`config.mk`:
```
export PLATFORM = sky130hd
export DESIGN_NAME = bb3_window
export DESIGN_NICKNAME = d
export VERILOG_FILES = /design/src/box_blur_3x3_stream_macros.svh /design/src/bb3_pkg.sv /design/src/bb3_window.sv
export SDC_FILE = /design/constraint.sdc
export NUM_CORES = 1
export LEC_CHECK = 0
export ABC_AREA = 1
export BUFFER_PORTS_ARGS = -buffer_cell sky130_fd_sc_hd__buf_2
export CELL_PAD_IN_SITES_DETAIL_PLACEMENT = 0
export CELL_PAD_IN_SITES_GLOBAL_PLACEMENT = 1
export CORE_MARGIN = 8
export CORE_UTILIZATION = 42
export CTS_BUF_LIST = sky130_fd_sc_hd__clkbuf_16
export CTS_CLUSTER_DIAMETER = 80
export CTS_CLUSTER_SIZE = 20
export DETAILED_ROUTE_END_ITERATION = 12
export PLACE_DENSITY = 0.87
export SLEW_MARGIN = 5
export SYNTH_ARGS = -nofsm -noshare
export SYNTH_HDL_FRONTEND = slang
export SYNTH_SLANG_ARGS = --single-unit
```
`constraint.sdc`:
```
create_clock -name clk_i -period 4.07 [get_ports clk_i]
set_input_delay 0.407 -clock clk_i [delete_from_list [all_inputs] [get_ports clk_i]]
set_output_delay 0.407 -clock clk_i [all_outputs]
set_load 0.02 [all_outputs]
```
`src/box_blur_3x3_stream_macros.svh`:
```
// ----------------------------------------------------------------------------
// box_blur_3x3_stream assertion macros
// Shared concurrent assertion shorthands for the blur pipeline.
// ----------------------------------------------------------------------------
`ifndef BOX_BLUR_3X3_STREAM_MACROS_SVH
`define BOX_BLUR_3X3_STREAM_MACROS_SVH

// same-cycle implication, disabled while in reset
`define BB3_ASSERT_IMPLY(label, clk, rst_n, ante, cons, msg) \
  label: assert property (@(posedge clk) disable iff (!rst_n) (ante) |-> (cons)) \
    else $error(msg);

// next-cycle implication, disabled while in reset
`define BB3_ASSERT_NEXT(label, clk, rst_n, ante, cons, msg) \
  label: assert property (@(posedge clk) disable iff (!rst_n) (ante) |=> (cons)) \
    else $error(msg);

`endif

```
`src/bb3_pkg.sv`:
```
// ----------------------------------------------------------------------------
// bb3_pkg
// Types and constants shared by the 3x3 box blur stream.
// ----------------------------------------------------------------------------
package bb3_pkg;

  localparam int PIX_W     = 8;
  localparam int ROW_W     = 12;
  localparam int COL_W     = 11;
  localparam int CFG_W     = 12;
  localparam int CFG_IDX_W = 1;
  localparam int SUM_W     = 12;   // nine 8-bit pixels: max 2295
  localparam int MIN_DIM   = 3;

  // floor(s/9) == (s * 7282) >> 16 for every s <= 2295
  localparam int RECIP_W    = 13;
  localparam logic [RECIP_W-1:0] DIV9_RECIP = 13'd7282;
  localparam int DIV9_SHIFT = 16;

  localparam logic [CFG_W-1:0] WIDTH_RESET  = 12'd640;
  localparam logic [CFG_W-1:0] HEIGHT_RESET = 12'd480;

  typedef enum logic [CFG_IDX_W-1:0] {
    CFG_IMAGE_WIDTH  = 1'b0,
    CFG_IMAGE_HEIGHT = 1'b1
  } cfg_reg_e;

  typedef struct packed {
    logic [PIX_W-1:0] pixel;
    logic             frame_start;
  } pix_t;

  typedef struct packed {
    logic [ROW_W-1:0] out_row;
    logic [COL_W-1:0] out_col;
    logic [PIX_W-1:0] blurred;
    logic             frame_last;
  } res_t;

  // one line store entry: rows y-2 and y-1 at the same column
  typedef struct packed {
    logic [PIX_W-1:0] upper;
    logic [PIX_W-1:0] middle;
  } line_t;

  // per-pixel position status carried down the pipe
  typedef struct packed {
    logic             emit;
    logic             interior;
    logic             last;
    logic [ROW_W-1:0] row;
    logic [COL_W-1:0] col;
  } pos_info_t;

endpackage

```
`src/bb3_window.sv`:
```
// ----------------------------------------------------------------------------
// bb3_window
// 3x3 window columns and the nine-pixel sum.
// ----------------------------------------------------------------------------
module bb3_window (
  input  logic                        clk_i,
  input  logic                        rst_ni,
  input  logic                        step_i,
  input  logic [bb3_pkg::PIX_W-1:0]   px_i,
  input  bb3_pkg::line_t              line_i,
  output logic [bb3_pkg::SUM_W-1:0]   sum_o
);
  import bb3_pkg::*;

  // 0..2: column x-2 (top, mid, bottom); 3..5: column x-1
  logic [PIX_W-1:0] win_q [6];
  logic [SUM_W-1:0] acc;

  always_ff @(posedge clk_i or negedge rst_ni) begin
    if (!rst_ni) begin
      for (int i = 0; i < 6; i++) begin
        win_q[i] <= '0;
      end
    end else if (step_i) begin
      win_q[0] <= win_q[3];
      win_q[1] <= win_q[4];
      win_q[2] <= win_q[5];
      win_q[3] <= line_i.upper;
      win_q[4] <= line_i.middle;
      win_q[5] <= px_i;
    end
  end

  always_comb begin
    acc = SUM_W'(px_i) + SUM_W'(line_i.upper) + SUM_W'(line_i.middle);
    for (int i = 0; i < 6; i++) begin
      acc = acc + SUM_W'(win_q[i]);
    end
  end

  assign sum_o = acc;

endmodule

```
==> impl_metrics.ini <==
[logic_synthesis]
ys_seq_elements = 48
syn_area_per_cell_sq_um = 9.869
ys_seq_area_share_pct = 32.45
yosys_warnings = 0
synth_cells = 375
netlist_area_sq_um = 3701
yosysUniqueCellTypes = 19
syn_nets = 469

[finish]
area_delta_synth_final_pct = 22.52
largest_reg_flops = 48
layout-drive-gt1-share_pct = 31.45
nNetsFinal = 535
diodes = 0
top_regs = win_q: 48 flops
regMostFlops = win_q
fin_area_sq_um = 4534

[critical_path]
critPathKind = flip-flop to output port
startpoint_type = flip-flop
cp.arrival_ns = 3.98
r2r_cells = 2
cp_max_fo = 2
worstPathRequired_ns = 3.66
cp-end-kind = output port

[sta]
fin_skew_ns = 0.005730
tns_ns = -1.424
final_max_slew_viol_count = 0
tightest_slew_ns = 1.088
hold_viol = 0
slew_headroom_pct = 27.49
fin_crit_ns = 4.383
fin_ws_ns = -0.3131
timing.final.crit_share_pct = 107.7
finalSetupViolations = 9
fmaxAchievable_mhz = 228.1
rsz0062_at_grt = yes

[status]
violations = setup timing
status = complete, but fails checks

[clock_network]
cts_root_buf = clkbuf_16
clock_latency_ns = 0.28
numCtsBuffers = 5
cts.sinks = 48
htree_levels = 2
clk_pin_slew_ns = 0.07
cts_tree = done
clock_tree.buffer_depth = 2

[die]
die_width_um = 109.9
io_pins = 39
die_h_um = 109.9
initial_utilization_pct = 42.86
coreArea_sq_um = 8636
dieArea_sq_um = 12070
num_rows = 34

[placement]
gp_congestion = 0.7905
place_hpwl_um = 5397
io_buffers = 38
dpl_cell_area_sq_um = 4167

[grt]
grt_pass1_wl_um = 12520
grt_pass1_vias = 2809
antenna_found_initial = 0
track_usage_pct = 12.87
grt_overflow_total = 0
grt_start_max_net_pins = 49

[flow_run]
max-cap-violations = 0

[min_path]
hp-class = input pin to asynchronous set/reset pin

[drt]
drtPass1Iterations = 4
wire_per_inst_um = 12.16
vias_per_cell = 4.522
initialDrtViolationCount = 92
vias = 2487
ant_nets = 0
drc = 0
wirelength_um = 6689
[final cells by class]
type | instances | area, sq um
Multi-Input combinational cell | 210 | 2182
Tap cell | 108 | 135.1
Sequential cell | 48 | 1201
Fill cell | 777 | 4101
Inverter | 107 | 401.6
Timing Repair Buffer | 69 | 475.5
Clock inverter | 3 | 13.76
Clock buffer | 5 | 125.1
[stage by stage]
step | utilization [%] | hold WS, ns | cells | setup WS (ns)
after floorplan | - | 0.1114 | 375 | 0.001831
after global placement | 48.25 | 0.5181 | 538 | -0.2955
after detailed placement | 48.25 | 0.5206 | 538 | -0.3262
after CTS | 51.94 | 0.3463 | 549 | -0.3192
after global routing | 52.51 | 0.3611 | 550 | -0.5029
final | 52.51 | 0.3262 | 550 | -0.3131
[kinds of logic after synthesis]
| group | count (synthesis) | synth area share, % |
|---|---|---|
| flops | 48 | 32.45 |
| compound gates | 45 | 8.113 |
| buf+inv | 117 | 12.88 |
| mux | 7 | 2.738 |
| xor+xnor | 3 | 0.7101 |
| fa+ha+maj | 67 | 33.60 |
| simple gates | 88 | 9.499 |
[per-layer routing]
| layer | track usage [%] | vias up | routed length (um) |
|---|---|---|---|
| met1 | 15.20 | 1223 | 2732 |
| met5 | 0 | - | 0 |
| met4 | 2.507 | 0 | 42 |
| met3 | 2.403 | 7 | 314 |
| li1 | - | 1220 | - |
| met2 | 23.72 | 37 | 3600 |
[worst paths after layout]
check,startpoint,endpoint,slack (ns)
worst max-delay path,win_q[42],sum_o[4],-0.31
worst min-delay path,rst_ni,win_q[10],0.33
worst max register to register,win_q[18],win_q[42],3.16
worst min register to register,win_q[43],win_q[43],0.54
max in group asynchronous,rst_ni,win_q[20],3.07
min in group clk_i,px_i[6],win_q[6],0.35
[critical path, stage by stage, from the launching register on]
cell	delay, ns
dfrtp_1	0.41
fa_1	0.57
fa_1	0.44
fa_1	0.52
inv_1	0.05
fa_1	0.43
inv_1	0.08
ha_2	0.19
inv_2	0.04
fa_2	0.34
buf_4	0.14
buf_6	0.10
buf_6	0.10
xnor2_2	0.13
buf_4	0.15
[cells in the mapped netlist, drive strengths merged]
master  count  area [sq um]
o21ai      18         90.08
nand3       6         30.03
a21oi      27         210.2
dfrtp      48          1201
mux2        7         101.4
nand2      49         183.9
nand3b      2         15.01
buf        10         75.07
fa         54          1081
xnor2       3         26.28
inv       107         401.6
or2         2         12.51
ha         13         162.7
nor3        1         5.000
nor2       28         105.1
[placed cells by master (no fill, tap or decap)]
master       n
nor2_1      26
buf_6        8
nand3_1      4
inv_2        7
clkbuf_16    5
inv_1      100
a21oi_1      6
dfrtp_1     48
or2_4        1
o21ai_1      1
fa_2         3
buf_4       32
buf_2       29
o21ai_0     17
nor3_1       1
ha_1         8
a21oi_2     21
nand3b_1     2
fa_1        51
nor2_4       1
mux2_4       6
ha_4         4
clkinv_1     1
mux2_2       1
nor2_2       1
nand2_2      8
nand3_2      2
clkinv_2     2
ha_2         1
xnor2_2      3
nand2_4      4
nand2_1     37
or2_1        1
[what timing repair did]
| item | CTS | global route |
|---|---|---|
| hold buffers | 0 | 0 |
| setup buffers | 3 | 1 |
| gates cloned | 0 | 0 |
| gates resized for setup | 41 | 14 |
| setup endpoints to repair | 9 | 9 |
| pin swaps | 28 | 21 |
Power is left out: the tool's default activity adds up to more than one toggle a clock period on the data nets, which glitch-free logic cannot reach.
