**config.mk**
```make
export PLATFORM = sky130hd
export DESIGN_NAME = bb3_div9_out_flat
export DESIGN_NICKNAME = d
export VERILOG_FILES = /design/src/bb3_pkg.sv /design/src/bb3_if.sv /design/src/bb3_div9_out.sv /design/src/flat_wrapper.sv
export VERILOG_INCLUDE_DIRS = /design/src /design/src/src
export SDC_FILE = /design/constraint.sdc
export NUM_CORES = 1
export LEC_CHECK = 0
export BUFFER_PORTS_ARGS = -buffer_cell sky130_fd_sc_hd__buf_4
export CAP_MARGIN = 20
export CORE_MARGIN = 5
export CORE_UTILIZATION = 40
export DETAILED_ROUTE_END_ITERATION = 6
export PLACE_DENSITY = 0.71
export SYNTH_ARGS = -nofsm -noshare
export SYNTH_HDL_FRONTEND = slang
export SYNTH_SLANG_ARGS = --single-unit
export TNS_END_PERCENT = 5
```
**constraint.sdc**
```tcl
create_clock -name clk_i -period 4.85 [get_ports clk_i]
set_input_delay 0 -clock clk_i [delete_from_list [all_inputs] [get_ports clk_i]]
set_output_delay 0 -clock clk_i [all_outputs]
set_load 0.01 [all_outputs]
```
**src/box_blur_3x3_stream_macros.svh**
```systemverilog
// ----------------------------------------------------------------------------
// box_blur_3x3_stream assertion macros
// Shared concurrent assertion shorthands for the blur pipeline.
// ----------------------------------------------------------------------------
`ifndef BOX_BLUR_3X3_STREAM_MACROS_SVH
`define BOX_BLUR_3X3_STREAM_MACROS_SVH

// same-cycle implication, disabled while in reset
`define BB3_ASSERT_IMPLY(label, clk, rst_n, ante, cons, msg) \
  label: assert property (@(posedge clk) disable iff (!rst_n) (ante) |-> (cons)) \
    else $error(msg);

// next-cycle implication, disabled while in reset
`define BB3_ASSERT_NEXT(label, clk, rst_n, ante, cons, msg) \
  label: assert property (@(posedge clk) disable iff (!rst_n) (ante) |=> (cons)) \
    else $error(msg);

`endif

```
**src/bb3_pkg.sv**
```systemverilog
// ----------------------------------------------------------------------------
// bb3_pkg
// Types and constants shared by the 3x3 box blur stream.
// ----------------------------------------------------------------------------
package bb3_pkg;

  localparam int PIX_W     = 8;
  localparam int ROW_W     = 12;
  localparam int COL_W     = 11;
  localparam int CFG_W     = 12;
  localparam int CFG_IDX_W = 1;
  localparam int SUM_W     = 12;   // nine 8-bit pixels: max 2295
  localparam int MIN_DIM   = 3;

  // floor(s/9) == (s * 7282) >> 16 for every s <= 2295
  localparam int RECIP_W    = 13;
  localparam logic [RECIP_W-1:0] DIV9_RECIP = 13'd7282;
  localparam int DIV9_SHIFT = 16;

  localparam logic [CFG_W-1:0] WIDTH_RESET  = 12'd640;
  localparam logic [CFG_W-1:0] HEIGHT_RESET = 12'd480;

  typedef enum logic [CFG_IDX_W-1:0] {
    CFG_IMAGE_WIDTH  = 1'b0,
    CFG_IMAGE_HEIGHT = 1'b1
  } cfg_reg_e;

  typedef struct packed {
    logic [PIX_W-1:0] pixel;
    logic             frame_start;
  } pix_t;

  typedef struct packed {
    logic [ROW_W-1:0] out_row;
    logic [COL_W-1:0] out_col;
    logic [PIX_W-1:0] blurred;
    logic             frame_last;
  } res_t;

  // one line store entry: rows y-2 and y-1 at the same column
  typedef struct packed {
    logic [PIX_W-1:0] upper;
    logic [PIX_W-1:0] middle;
  } line_t;

  // per-pixel position status carried down the pipe
  typedef struct packed {
    logic             emit;
    logic             interior;
    logic             last;
    logic [ROW_W-1:0] row;
    logic [COL_W-1:0] col;
  } pos_info_t;

endpackage

```
**src/bb3_if.sv**
```systemverilog


interface bb3_res_if;
  import bb3_pkg::*;
  logic valid;
  logic ready;
  res_t data;
  modport source (output valid, output data, input ready);
  modport sink   (input valid, input data, output ready);
endinterface

```
**src/bb3_div9_out.sv**
```systemverilog
// ----------------------------------------------------------------------------
// bb3_div9_out
// Sum register, divide by nine via reciprocal multiply, result register.
// ----------------------------------------------------------------------------
`include "box_blur_3x3_stream_macros.svh"

module bb3_div9_out (
  input  logic                      clk_i,
  input  logic                      rst_ni,
  input  logic                      in_valid_i,
  output logic                      in_ready_o,
  input  logic [bb3_pkg::SUM_W-1:0] sum_i,
  input  bb3_pkg::pos_info_t        info_i,
  bb3_res_if.source                 res_out
);
  import bb3_pkg::*;

  logic                     s2_v_q;
  logic [SUM_W-1:0]         s2_sum_q;
  pos_info_t                s2_info_q;
  logic                     s2_go;
  logic [SUM_W+RECIP_W-1:0] prod;
  logic                     out_v_q;
  res_t                     out_res_q;

  assign s2_go      = s2_v_q && (!out_v_q || res_out.ready);
  assign in_ready_o = !s2_v_q || s2_go;

  always_ff @(posedge clk_i or negedge rst_ni) begin
    if (!rst_ni) begin
      s2_v_q <= 1'b0;
    end else if (in_ready_o) begin
      s2_v_q <= in_valid_i;
    end
  end

  // border centers carry a zero sum
  always_ff @(posedge clk_i) begin
    if (in_valid_i && in_ready_o) begin
      s2_sum_q  <= info_i.interior ? sum_i : '0;
      s2_info_q <= info_i;
    end
  end

  assign prod = {{RECIP_W{1'b0}}, s2_sum_q} * {{SUM_W{1'b0}}, DIV9_RECIP};

  always_ff @(posedge clk_i or negedge rst_ni) begin
    if (!rst_ni) begin
      out_v_q <= 1'b0;
    end else if (s2_go) begin
      out_v_q <= 1'b1;
    end else if (res_out.ready) begin
      out_v_q <= 1'b0;
    end
  end

  always_ff @(posedge clk_i) begin
    if (s2_go) begin
      out_res_q.out_row    <= s2_info_q.row;
      out_res_q.out_col    <= s2_info_q.col;
      out_res_q.blurred    <= prod[DIV9_SHIFT+PIX_W-1:DIV9_SHIFT];
      out_res_q.frame_last <= s2_info_q.last;
    end
  end

  assign res_out.valid = out_v_q;
  assign res_out.data  = out_res_q;

  `BB3_ASSERT_IMPLY(a_top_row_zero, clk_i, rst_ni, out_v_q && (out_res_q.blurred != '0), out_res_q.out_row != '0, "nonzero result on top border row")

endmodule

```
**src/flat_wrapper.sv**
```systemverilog
// flat-port wrapper written by rule: the top's interface ports become plain ports
module bb3_div9_out_flat import bb3_pkg::*;
  (clk_i, rst_ni, in_valid_i, in_ready_o, sum_i, info_i, res_out_valid, res_out_data, res_out_ready);
  bb3_res_if res_out_i ();
  input  logic clk_i;
  input  logic rst_ni;
  input  logic in_valid_i;
  output logic in_ready_o;
  input  logic [bb3_pkg::SUM_W-1:0] sum_i;
  input  bb3_pkg::pos_info_t info_i;
  output wire logic [$bits(res_out_i.valid)-1:0] res_out_valid;
  output wire logic [$bits(res_out_i.data)-1:0] res_out_data;
  input wire logic [$bits(res_out_i.ready)-1:0] res_out_ready;
  assign res_out_valid = res_out_i.valid;
  assign res_out_data = res_out_i.data;
  assign res_out_i.ready = res_out_ready;
  bb3_div9_out u_core (.clk_i(clk_i), .rst_ni(rst_ni), .in_valid_i(in_valid_i), .in_ready_o(in_ready_o), .sum_i(sum_i), .info_i(info_i), .res_out(res_out_i));
endmodule
```
==> impl_metrics.env <==
export IMPL_wl_per_cell_um=14.0
export IMPL_fin_crit_sh_pct=94.2
export IMPL_startpoint_type="register"
export IMPL_hold_path_class="input pin to register"
export IMPL_min_period_ns=4.57
export IMPL_routabilityCongestion=0.828
export IMPL_synth_top_area_cell="edfxtp_1"
export IMPL_status="complete, no violations"
export IMPL_cts_tree="done"
export IMPL_p_comb_share_pct=52.2
export IMPL_yosysSeqAreaShare_pct=48.9
export IMPL_finalClockSkew_ns=0.00670
export IMPL_rsz0062_at_grt="no"
export IMPL_worst_slew_pin_slew_ns=0.474
export IMPL_maxCapViolCount=0
export IMPL_synth_fp_nets=451
export IMPL_use_met3_pct=2.18
export IMPL_cts_buffer_depth=2
export IMPL_syn_area_per_cell_um2=13.6
export IMPL_wl_mm=8.18
export IMPL_grtUsageTotal_pct=13.7
export IMPL_grt_overflow=0
export IMPL_drt_iter0_markers=88
export IMPL_power_density_nw_per_um2=474
export IMPL_p_leak_uw=0.00259
export IMPL_die_h_um=113
export IMPL_cts_root_buffer="clkbuf_8"
export IMPL_internal_power_uw=1650
export IMPL_area_delta_synth_final_pct=31.9
export IMPL_vias=2602
export IMPL_die_x_um=113
export IMPL_synth_top_area_share_pct=47.7
export IMPL_use_met2_pct=25.2
export IMPL_required_ns=4.95
export IMPL_worstPathMaxFanout=3
export IMPL_final_cell_mix="buf_4 (78), inv_1 (69), edfxtp_1 (68)"
export IMPL_port_buffers=74
export IMPL_yosysWarnings=0
export IMPL_viasPerCell=4.46
export IMPL_grt_max_degree=37
export IMPL_setup_worst_path_end_class="register"
export IMPL_worstPathArrival_ns=4.66
export IMPL_setup_tns_ns=0
export IMPL_fin_util_pct=54.4
export IMPL_grt_pass1_wl_mm=14.1
export IMPL_core_um2=10400
export IMPL_numCtsBuffers=9
export IMPL_crit_type="register to register"
export IMPL_drtPass1Iterations=5
export IMPL_cts_sinks=70
export IMPL_worstSkewPairLatency_ns=0.34
export IMPL_grt_pass1_vias=2956
export IMPL_yosysUniqueCellTypes=31
export IMPL_p_switching_uw=1030
export IMPL_finalSetupViolCount=0
export IMPL_synth_area_um2=4280
export IMPL_use_met1_pct=16.4
export IMPL_finish_net_count=580
export IMPL_ant_nets=0
export IMPL_ir_worst_vdd_uv=203
export IMPL_antenna_found_initial=0
export IMPL_fill_cells=867
export IMPL_num_io_pins=76
export IMPL_final_common_cell="buf_4"
export IMPL_hold_viol=0
export IMPL_fmax_ghz=0.219
export IMPL_dp_hpwl_mm=6.20
export IMPL_power_frac_clock_pct=17.3
export IMPL_ys_top_cells_by_area="edfxtp_1 (48%), ha_1 (19%), fa_1 (14%)"
export IMPL_drc=0
export IMPL_ys_ff_latch=70
export IMPL_initial_core_util_pct=41.3
export IMPL_die_area_um2=12900
export IMPL_syn_inst=314
export IMPL_antennaDiodeCount=0
export IMPL_drv_slew=0
export IMPL_relSlewSlack_pct=68.4
export IMPL_grt_busiest_layer="met2"
export IMPL_drive_above_1_share_pct=22.1
export IMPL_swShare_pct=38.5
export IMPL_rows=37
export IMPL_path_clk_slew_ns=0.08
export IMPL_h_tree_depth=3
export IMPL_seqPwrFrac_pct=30.5
layout make-up:
class                           count  area [um2]  area share (%)
Tap cell                          136         170            3.01
Timing Repair Buffer              119         996            17.6
Clock inverter                      7        72.6            1.29
Sequential cell                    70        2090            37.1
Inverter                           69         259            4.59
Multi-Input combinational cell    174        1930            34.2
Clock buffer                        9         124            2.19
final timing paths:
check / from / endpoint / slack, ns / depth (start not counted)
min in group asynchronous: rst_ni / u_core.s2_v_q / 0.54 / 3
min reg2reg: u_core.s2_info_q[10] / u_core.res_out.data[19] / 0.42 / 0
max: u_core.s2_sum_q[1] / u_core.res_out.data[5] / 0.28 / 17
max reg2reg: u_core.s2_sum_q[1] / u_core.res_out.data[5] / 0.28 / 17
min: info_i[24] / u_core.s2_sum_q[4] / 0.02 / 2
max in group asynchronous: rst_ni / u_core.res_out.valid / 4.17 / 3
critical path, cell delays in order, from the launching register on:
cell	delay (ns)
edfxtp_1	0.40
buf_4	0.16
fa_1	0.43
ha_1	0.32
inv_1	0.06
fa_1	0.53
inv_1	0.05
fa_1	0.52
inv_1	0.05
fa_1	0.53
inv_1	0.04
ha_1	0.32
nand2_1	0.08
nor2_1	0.09
nand3_1	0.16
o2111ai_1	0.30
a31oi_1	0.15
xnor2_1	0.13
cell usage after synthesis (all sizes together):
cell     count
a2111o       1
a211oi       1
a21o         1
a21oi       12
a31oi        1
a41oi        1
and2        14
clkbuf       1
dfrtp        2
edfxtp      68
fa          29
ha          66
inv         69
nand2       10
nand2b       3
nand3        2
nand3b       1
nand4        1
nor2         3
nor3         3
o2111ai      1
o211ai       1
o21a         1
o21ai        6
o21bai       2
o311ai       1
xnor2       10
xor2         3
state kept, by name, indices dropped and copies added, names as in the netlist:
name	cells
u_core.res_out.data	32
u_core.res_out.valid	1
u_core.s2_info_q	24
u_core.s2_sum_q	12
u_core.s2_v_q	1
per-layer routing:
layer  routed length [um]  vias to the layer above
met3                  216                        7
li1                     -                     1323
met2                 4380                       44
met5                    0                        -
met1                 3490                     1228
met4                   99                        0
cell families (layout without fill, tap and decap cells):
kind of cell | after synthesis | count (layout) | synth area share [%]
AO/OA/AOI/OAI | 29 | 29 | 4.97
flip-flops | 70 | 70 | 48.9
AND/OR/NAND/NOR | 37 | 37 | 4.53
buffers and inverters | 70 | 204 | 6.14
adder cells (fa/ha/maj) | 95 | 95 | 32.8
XOR/XNOR | 13 | 13 | 2.66
power by group through the flow:
stage                     sequential, uW  combinational (uW)  clock (uW)
final                                815                1400         463
after CTS                            818                1390         480
after global placement               827                1320           0
after floorplan                      852                 967           0
after global routing                 825                1590         507
after detailed placement             830                1340           0
repair_timing:
action / CTS / global route
setup buffers: 0 / 2
endpoints found under the setup margin: 0 / 3
hold endpoints to repair: 40 / 0
hold buffers: 41 / 0
gates resized for setup: 0 / 1
through the flow:
step,instance area [um2],total power [uW],hold slack [ns],setup WS (ns),std cells
after detailed placement,5020,2170,-0.213,0.224,525
after CTS,5630,2690,0.0101,0.204,582
after floorplan,4280,1820,-0.296,0.466,314
after global placement,5020,2140,-0.217,0.287,525
after global routing,5650,2920,0.0296,0.00560,584
final,5650,2680,0.0205,0.281,584
Power figures use the tool's default switching activity.
